==> src/sv/lvse_pkg.sv <==
// ----------------------------------------------------------------------------
// lvse_pkg
// Shared types, constants and the reciprocal ROM of the Legendre evaluator.
// ----------------------------------------------------------------------------
package lvse_pkg;

   localparam int LVSE_MAX_ORDER_DEF = 32;

   // width of the recurrence registers: holds +-2^52
   localparam int WIDE_W = 54;

   localparam int CSR_IDXW = 2;
   localparam int CSR_DATAW = 32;
   localparam int ORDER_W = 6;

   localparam logic [CSR_IDXW-1:0] CSR_POLY_ORDER  = 2'd0;
   localparam logic [CSR_IDXW-1:0] CSR_DILATION    = 2'd1;
   localparam logic [CSR_IDXW-1:0] CSR_TRANSLATION = 2'd2;

   localparam logic [WIDE_W-1:0] LIM52_MAG = 54'd4503599627370496;
   localparam logic signed [WIDE_W-1:0] ONE_Q30 = 54'sd1073741824;
   localparam logic signed [WIDE_W-1:0] ONE_Q32 = 54'sd4294967296;

   // reciprocal ROM: entry j holds round(2^32 / (j+1))
   localparam int RCP_IDXW = 6;
   localparam int RCP_W = 33;
   localparam logic [34:0] RCP_TWO33 = 35'h2_0000_0000;
   localparam logic [RCP_W-1:0] RCP_TABLE [0:63] = '{
      33'(((RCP_TWO33 / 35'd1) + 35'd1) >> 1),  33'(((RCP_TWO33 / 35'd2) + 35'd1) >> 1),
      33'(((RCP_TWO33 / 35'd3) + 35'd1) >> 1),  33'(((RCP_TWO33 / 35'd4) + 35'd1) >> 1),
      33'(((RCP_TWO33 / 35'd5) + 35'd1) >> 1),  33'(((RCP_TWO33 / 35'd6) + 35'd1) >> 1),
      33'(((RCP_TWO33 / 35'd7) + 35'd1) >> 1),  33'(((RCP_TWO33 / 35'd8) + 35'd1) >> 1),
      33'(((RCP_TWO33 / 35'd9) + 35'd1) >> 1),  33'(((RCP_TWO33 / 35'd10) + 35'd1) >> 1),
      33'(((RCP_TWO33 / 35'd11) + 35'd1) >> 1), 33'(((RCP_TWO33 / 35'd12) + 35'd1) >> 1),
      33'(((RCP_TWO33 / 35'd13) + 35'd1) >> 1), 33'(((RCP_TWO33 / 35'd14) + 35'd1) >> 1),
      33'(((RCP_TWO33 / 35'd15) + 35'd1) >> 1), 33'(((RCP_TWO33 / 35'd16) + 35'd1) >> 1),
      33'(((RCP_TWO33 / 35'd17) + 35'd1) >> 1), 33'(((RCP_TWO33 / 35'd18) + 35'd1) >> 1),
      33'(((RCP_TWO33 / 35'd19) + 35'd1) >> 1), 33'(((RCP_TWO33 / 35'd20) + 35'd1) >> 1),
      33'(((RCP_TWO33 / 35'd21) + 35'd1) >> 1), 33'(((RCP_TWO33 / 35'd22) + 35'd1) >> 1),
      33'(((RCP_TWO33 / 35'd23) + 35'd1) >> 1), 33'(((RCP_TWO33 / 35'd24) + 35'd1) >> 1),
      33'(((RCP_TWO33 / 35'd25) + 35'd1) >> 1), 33'(((RCP_TWO33 / 35'd26) + 35'd1) >> 1),
      33'(((RCP_TWO33 / 35'd27) + 35'd1) >> 1), 33'(((RCP_TWO33 / 35'd28) + 35'd1) >> 1),
      33'(((RCP_TWO33 / 35'd29) + 35'd1) >> 1), 33'(((RCP_TWO33 / 35'd30) + 35'd1) >> 1),
      33'(((RCP_TWO33 / 35'd31) + 35'd1) >> 1), 33'(((RCP_TWO33 / 35'd32) + 35'd1) >> 1),
      33'(((RCP_TWO33 / 35'd33) + 35'd1) >> 1), 33'(((RCP_TWO33 / 35'd34) + 35'd1) >> 1),
      33'(((RCP_TWO33 / 35'd35) + 35'd1) >> 1), 33'(((RCP_TWO33 / 35'd36) + 35'd1) >> 1),
      33'(((RCP_TWO33 / 35'd37) + 35'd1) >> 1), 33'(((RCP_TWO33 / 35'd38) + 35'd1) >> 1),
      33'(((RCP_TWO33 / 35'd39) + 35'd1) >> 1), 33'(((RCP_TWO33 / 35'd40) + 35'd1) >> 1),
      33'(((RCP_TWO33 / 35'd41) + 35'd1) >> 1), 33'(((RCP_TWO33 / 35'd42) + 35'd1) >> 1),
      33'(((RCP_TWO33 / 35'd43) + 35'd1) >> 1), 33'(((RCP_TWO33 / 35'd44) + 35'd1) >> 1),
      33'(((RCP_TWO33 / 35'd45) + 35'd1) >> 1), 33'(((RCP_TWO33 / 35'd46) + 35'd1) >> 1),
      33'(((RCP_TWO33 / 35'd47) + 35'd1) >> 1), 33'(((RCP_TWO33 / 35'd48) + 35'd1) >> 1),
      33'(((RCP_TWO33 / 35'd49) + 35'd1) >> 1), 33'(((RCP_TWO33 / 35'd50) + 35'd1) >> 1),
      33'(((RCP_TWO33 / 35'd51) + 35'd1) >> 1), 33'(((RCP_TWO33 / 35'd52) + 35'd1) >> 1),
      33'(((RCP_TWO33 / 35'd53) + 35'd1) >> 1), 33'(((RCP_TWO33 / 35'd54) + 35'd1) >> 1),
      33'(((RCP_TWO33 / 35'd55) + 35'd1) >> 1), 33'(((RCP_TWO33 / 35'd56) + 35'd1) >> 1),
      33'(((RCP_TWO33 / 35'd57) + 35'd1) >> 1), 33'(((RCP_TWO33 / 35'd58) + 35'd1) >> 1),
      33'(((RCP_TWO33 / 35'd59) + 35'd1) >> 1), 33'(((RCP_TWO33 / 35'd60) + 35'd1) >> 1),
      33'(((RCP_TWO33 / 35'd61) + 35'd1) >> 1), 33'(((RCP_TWO33 / 35'd62) + 35'd1) >> 1),
      33'(((RCP_TWO33 / 35'd63) + 35'd1) >> 1), 33'(((RCP_TWO33 / 35'd64) + 35'd1) >> 1)
   };

   typedef enum logic [3:0] {
      SEQ_IDLE,
      SEQ_MAP,
      SEQ_CHECK,
      SEQ_STEP,
      SEQ_WAIT_T,
      SEQ_WAIT_U,
      SEQ_COMB_D,
      SEQ_WAIT_Y,
      SEQ_WAIT_D,
      SEQ_OUT
   } lvse_state_type;

   typedef enum logic [1:0] {
      MUL_IDLE,
      MUL_LO,
      MUL_HI,
      MUL_FIN
   } lvse_phase_type;

   typedef struct packed {
      logic                     start;
      logic                     sh32;
      logic signed [WIDE_W-1:0] a;
      logic signed [WIDE_W-1:0] b;
   } lvse_mul_req_type;

   typedef struct packed {
      logic                     done;
      logic signed [WIDE_W-1:0] product;
   } lvse_mul_rsp_type;

   typedef struct packed {
      logic [ORDER_W-1:0]         poly_order;
      logic signed [CSR_DATAW-1:0] dilation;
      logic signed [CSR_DATAW-1:0] translation;
   } lvse_cfg_type;

   typedef struct packed {
      logic               out_of_range;
      logic signed [47:0] poly_slope;
      logic signed [31:0] poly_value;
   } lvse_result_type;

endpackage

==> src/sv/lvse_mul_unit.sv <==
// ----------------------------------------------------------------------------
// lvse_mul_unit
// Shared rounding multiplier: round(a*b / 2^sh), ties away from zero, with
// |b| limited to 2^32 and the result limited to +-2^52. One 32x33 multiplier
// runs two partial products, then a final round, limit and sign step.
// ----------------------------------------------------------------------------
module lvse_mul_unit (
   input  logic                      clock,
   input  logic                      reset,
   input  lvse_pkg::lvse_mul_req_type mul_req,
   output lvse_pkg::lvse_mul_rsp_type mul_rsp
);
   import lvse_pkg::*;

   localparam int HIW = WIDE_W - 32;
   localparam int SUMW = 32 + HIW + 34;

   lvse_phase_type           phase_ff, phase_in;
   logic                     neg_ff, neg_in;
   logic                     sh32_ff, sh32_in;
   logic [WIDE_W-1:0]        ma_ff, ma_in;
   logic [32:0]              mb_ff, mb_in;
   logic [64:0]              p_lo_ff, p_lo_in;
   logic [HIW+32:0]          p_hi_ff, p_hi_in;
   logic                     done_ff, done_in;
   logic signed [WIDE_W-1:0] result_ff, result_in;

   logic [WIDE_W-1:0] abs_a;
   logic [WIDE_W-1:0] abs_b;
   logic [31:0]       mul_a;
   logic [64:0]       mul_p;
   logic [SUMW-1:0]   sum;
   logic [SUMW-1:0]   shifted;
   logic [WIDE_W-1:0] mag;

   always_comb begin
      abs_a = mul_req.a[WIDE_W-1] ? WIDE_W'(-mul_req.a) : WIDE_W'(mul_req.a);
      abs_b = mul_req.b[WIDE_W-1] ? WIDE_W'(-mul_req.b) : WIDE_W'(mul_req.b);
      mul_a = (phase_ff == MUL_LO) ? ma_ff[31:0] : 32'(ma_ff[WIDE_W-1:32]);
      mul_p = 65'(mul_a) * 65'(mb_ff);
      sum = (SUMW'(p_hi_ff) << 32) + SUMW'(p_lo_ff)
            + (sh32_ff ? (SUMW'(1) << 31) : (SUMW'(1) << 29));
      shifted = sh32_ff ? (sum >> 32) : (sum >> 30);
      mag = (shifted > SUMW'(LIM52_MAG)) ? LIM52_MAG : shifted[WIDE_W-1:0];
   end

   always_comb begin
      phase_in = phase_ff;
      neg_in = neg_ff;
      sh32_in = sh32_ff;
      ma_in = ma_ff;
      mb_in = mb_ff;
      p_lo_in = p_lo_ff;
      p_hi_in = p_hi_ff;
      result_in = result_ff;
      done_in = (phase_ff == MUL_FIN);
      unique case (phase_ff)
         MUL_IDLE: begin
            if (mul_req.start) begin
               neg_in = mul_req.a[WIDE_W-1] ^ mul_req.b[WIDE_W-1];
               sh32_in = mul_req.sh32;
               ma_in = abs_a;
               mb_in = (abs_b > (WIDE_W'(1) << 32)) ? (33'(1) << 32) : abs_b[32:0];
               phase_in = MUL_LO;
            end
         end
         MUL_LO: begin
            p_lo_in = mul_p;
            phase_in = MUL_HI;
         end
         MUL_HI: begin
            p_hi_in = (HIW+33)'(mul_p);
            phase_in = MUL_FIN;
         end
         MUL_FIN: begin
            result_in = neg_ff ? -$signed(mag) : $signed(mag);
            phase_in = MUL_IDLE;
         end
         default: phase_in = MUL_IDLE;
      endcase
   end

   always_ff @(posedge clock) begin
      if (reset) begin
         phase_ff <= MUL_IDLE;
         done_ff <= 1'b0;
      end else begin
         phase_ff <= phase_in;
         done_ff <= done_in;
      end
   end

   always_ff @(posedge clock) begin
      neg_ff <= neg_in;
      sh32_ff <= sh32_in;
      ma_ff <= ma_in;
      mb_ff <= mb_in;
      p_lo_ff <= p_lo_in;
      p_hi_ff <= p_hi_in;
      result_ff <= result_in;
   end

   assign mul_rsp.done = done_ff;
   assign mul_rsp.product = result_ff;

   a_start_when_idle: assert property (@(posedge clock) disable iff (reset)
      mul_req.start |-> (phase_ff == MUL_IDLE))
      else $error("multiply started while unit busy");

   a_result_limited: assert property (@(posedge clock) disable iff (reset)
      done_ff |-> ((result_ff <= $signed(LIM52_MAG)) && (result_ff >= -$signed(LIM52_MAG))))
      else $error("multiply result beyond limit");

endmodule

==> config.mk <==
export PLATFORM = sky130hd
export DESIGN_NAME = lvse_mul_unit
export DESIGN_NICKNAME = d
export VERILOG_FILES = /design/src/sv/lvse_pkg.sv /design/src/sv/lvse_mul_unit.sv
export SDC_FILE = /design/constraint.sdc
export NUM_CORES = 2
export LEC_CHECK = 0
export BUFFER_PORTS_ARGS = -buffer_cell sky130_fd_sc_hd__buf_2
export CAP_MARGIN = 15
export CORE_ASPECT_RATIO = 1.2
export CORE_UTILIZATION = 55
export DETAILED_ROUTE_END_ITERATION = 8
export PLACE_DENSITY = 0.72
export SETUP_SLACK_MARGIN = 0.1
export SLEW_MARGIN = 20
export SYNTH_ARGS = -nofsm -noshare
export SYNTH_HDL_FRONTEND = slang
export SYNTH_SLANG_ARGS = --single-unit
==> constraint.sdc <==
create_clock -name clock -period 29.8 [get_ports clock]
set_clock_uncertainty 0.2 [all_clocks]
set_input_delay 1.49 -clock clock [delete_from_list [all_inputs] [get_ports clock]]
set_output_delay 1.49 -clock clock [all_outputs]
set_load 0.02 [all_outputs]
Word-level counts from Yosys, hierarchy flattened. Cells that the tools add are included.

Register bits after elaboration: 266. Input bits: 112. Output and inout bits: 55. Word-level logic and storage cells: 34.

Add/subtract/negate cells: 5. Multipliers: 1. Magnitude comparators: 2. Equal/unequal tests: 4. Mux-type cells: 9. Bitwise operators: 1. Reduce and logical (&&, ||, !) cells: 2.

Operators by type and width (number): 2-to-1 mux 54 bit (3); negator 54 bit (3); adder 87 x 65 -> 88 bit (1); adder 88 x 32 -> 88 bit (1); multiplier 32 x 33 -> 65 bit (1); 2-to-1 mux 32 bit (2); greater-than comparator 58 x 53 -> 1 bit (second input constant) (1); 2-to-1 mux 58 bit (1); greater-than comparator 54 x 33 -> 1 bit (second input constant) (1); 2-to-1 mux 53 bit (1); case mux 2 bit (4 select lines) (1); == test 2 bit (second input constant) (2); == test 2 x 1 -> 1 bit (second input constant) (1); zero test 2 bit (1); 2-to-1 mux 2 bit (1); != test 2 bit (second input constant) (1); AND reduction 2 bit (1); XOR 1 bit (1).

Logic depth before layout (Yosys ltp).
Depth in word-level cells: 7. Gate-level depth with buffers: 37. Mapped depth without buffers: 34.

Worst setup path after synthesis. Ideal clock, no wire load.

Kind: register to register. Start: register phase_ff[1]. End: register p_lo_ff[61] (data pin). Arrival time: 9.929 ns. Required time: 29.335 ns. Setup slack: 19.406 ns. Stages on the path, launching flop included: 34. Period minus slack after synthesis: 10.394 ns. Path through: dfxtp_1 inv_1 ha_1 clkbuf_1 buf_1 mux2_2 clkbuf_1 and2_1 fa_1 inv_1 fa_1 fa_1 fa_1 inv_1 fa_1 fa_1 fa_1 inv_1 fa_1 inv_1 ha_1 a21o_1 a21oi_1 o21bai_1 a21oi_1 nor2b_1 or4b_2 a311oi_1 o31ai_1 a21oi_1 a21oi_1 a31oi_1 o21ai_0 xor2_1.

Word-level cells in the longest chain between the ends: 3.

Ends and longest elaborated chain: start, declared (RTL line lvse_mul_unit.sv:18) `lvse_phase_type phase_ff, phase_in;`; start signal, assigned (RTL line lvse_mul_unit.sv:88) `phase_ff <= phase_in;`; == test 2 x 1 -> 1 bit (RTL line lvse_mul_unit.sv:39) `mul_a = (phase_ff == MUL_LO) ? ma_ff[31:0] : 32'(ma_ff[WIDE_W-1:32]);`; 2-to-1 mux 32 bit (RTL line lvse_mul_unit.sv:39); multiplier 32 x 33 -> 65 bit (RTL line lvse_mul_unit.sv:40) `mul_p = 65'(mul_a) * 65'(mb_ff);`; net mul_p[61] (RTL line lvse_mul_unit.sv:31) `logic [64:0] mul_p;`; end signal, assigned (RTL line lvse_mul_unit.sv:98) `p_lo_ff <= p_lo_in;`; end, declared (RTL line lvse_mul_unit.sv:23) `logic [64:0] p_lo_ff, p_lo_in;`.

The timed path passes the listed nets, and every way through them passes these cells. A chain may end at the register's enable or synchronous reset.

Final worst setup path. Same ends and word-level chain as after synthesis.

==> reports/metrics.cfg <==
[clock_network]
clk_path_buf_depth=3
clock_latency_ns=0.59
clkSinkCount=237
path_clk_slew_ns=0.06
cts_hold_buf=0
cts_tree=yes
h-tree-depth=1
cts_buffers=28
root_buffer=clkbuf_16
cts_resized=0
post_cts_buffers=0

[placement]
gp_congestion=0.953
dp_hpwl_um=110000
port_buffers=166

[routing]
ant_nets=0
wl_per_cell_um=20.8
drt_iter0_drc=2823
vias=39000
wl_met3_um=11500
totalWireLength_um=140000
wl_met1_um=52800
viasPerCell=5.78
wl_met2_um=68400
maxUsedRoutingLayer=met5
dr.pass1.iters=6
drc=0

[critical_path]
reg2reg_to=p_lo_ff[61]
cp-start-kind=flop
worstSetupPathType=reg2reg
crit_fanout=82
r2r-start=phase_ff[1]
crit_arrival_ns=11.27
cpPeakStageDelay_ns=0.68
required_ns=29.93
cpMaxStageDelayCell=or4b_2
end_kind=flop
crit_top_cell=fa_1
r2r_slack_ns=18.67
reg2reg_depth=31

[layout]
drive_above_1_share=0.0615
num-fill-cells=7870
syn2layout_area_growth_pct=4.98
layout_common_cells=1002 x inv_1, 926 x fa_1, 751 x nand2_1, 402 x and2_1, 304 x ha_1
final_common_cell=inv_1
nets=6838
regArea_um2=7090
multi_input_area_um2=38600

[timing]
finalHoldViolCount=0
fmax_mhz=89.8
finalSetupViolCount=0
slew_violations=0
maxSlewHeadroom=0.310
whs_ns=0.367
fin_tns_setup_ns=0
min_period_over_period=0.374
period_needed_ns=11.13
rsz0062_at_grt=false
tightestPinTransition_ns=1.04

[logic_synthesis]
ys_ff_latch=237
ys_types=94
yosysTopAreaCell=fa_1
ys.flop_type=edfxtp_1
synth.area.top_cells=fa_1 37%, edfxtp_1 14%, ha_1 7.6%, inv_1 7.4%, nand2_1 5.6%
syn-num-nets=6894
synth.avg_cell_area_um2=9.12
syn_inst=5549
synth_edf_count=234
synthDominantCellAreaShare=0.366
yosysWarnings=0
netlist_area_um2=50600
async_flop_share=0
seq_area_frac_synth=0.140

[global_routing]
grt_pass1_vias=40400
grt_pass1_wl_um=221000
grt_max_degree=83
grt-ovfl-total=0
grt_antenna_before_repair=7
grt.total_usage=0.306

[floorplanning]
initial_core_util=0.556
fp.dieW_um=279
core-area_um2=91000
die_height_um=334
row_count=121
die_area_um2=93200
ios=167

[worst_hold_path]
hold_path.class=reg2reg
min_from=phase_ff[1]
min_path_cells=2
whs_endpoint=phase_ff[1]

[flow_run]
max-cap-violations=0

[run_status]
outcome=finished clean

cell type report:
cell class | count | area share
clock inverters | 23 | 0.00335
repair buffers | 216 | 0.0227
clock buffers | 29 | 0.0137
well taps | 1230 | 0.0290
diodes | 4 | 0.000188
multi-input cells | 4006 | 0.727
inverters | 1004 | 0.0710
flip-flops and latches | 237 | 0.133
stage by stage:
step | worst slack [ns] | cell area (um2) | instances | util
global route | 18.21 | 53100 | 6749 | 0.584
CTS | 18.78 | 53100 | 6745 | 0.584
floorplan | 19.41 | 50600 | 5549 | -
detailed placement | 18.80 | 52200 | 6693 | 0.574
global placement | 19.01 | 52200 | 6693 | 0.574
finish | 18.67 | 53100 | 6749 | 0.584
worst max-delay path by stage:
stage | start | end | slack (ns)
CTS | phase_ff[1] | p_lo_ff[61] | 18.78
global placement | phase_ff[1] | p_lo_ff[61] | 19.01
floorplan | phase_ff[1] | p_lo_ff[61] | 19.41
global route | phase_ff[1] | p_lo_ff[61] | 18.21
detailed placement | phase_ff[1] | p_lo_ff[61] | 18.80
finish | phase_ff[1] | p_lo_ff[61] | 18.67
routing by layer:
| layer | track usage | vias to the layer above |
|---|---|---|
| li1 | - | 17500 |
| met1 | 0.375 | 19300 |
| met2 | 0.527 | 1810 |
| met3 | 0.0510 | 429 |
| met4 | 0.142 | 6 |
| met5 | 0 | - |
synthesized netlist by cell type, types with 20 or more instances:
cell type,count
xor2_1,84
and2_1,403
nand2_1,751
inv_1,1002
a211oi_1,25
nor4_1,29
nor3_1,62
o21a_1,38
nor2_1,177
and3_1,142
xnor2_1,139
a21o_1,66
a21oi_1,144
ha_1,307
nor2b_1,28
or4_1,20
clkbuf_1,275
o21ai_0,144
or3_1,35
fa_1,926
nand3_1,50
nand2b_1,31
edfxtp_1,234
nand4_1,36
mux2_2,36
o31ai_1,48
mux2i_1,28
registers in the layout (all words and copies together) (netlist names):
register,cells
p_hi_ff,55
ma_ff,54
result_ff,54
p_lo_ff,36
mb_ff,33
phase_ff,2
done_ff,1
neg_ff,1
sh32_ff,1
critical path, delay by kind of cell (launching register included):
kind / cells / cell delay, ns
fa+ha+maj: 10 / 5.09
compound gates: 10 / 2.17
simple gates: 3 / 1.19
buf+inv: 6 / 0.89
mux: 1 / 0.67
flops: 1 / 0.34
xor+xnor: 1 / 0.17
logic make-up after synthesis:
group / share of synthesized area
simple gates: 0.180
buf+inv: 0.0975
fa+ha+maj: 0.442
compound gates: 0.0880
flops: 0.140
xor+xnor: 0.0386
mux: 0.0136
Power is left out: the tool's default activity adds up to more than one toggle a clock period on the data nets, which glitch-free logic cannot reach.
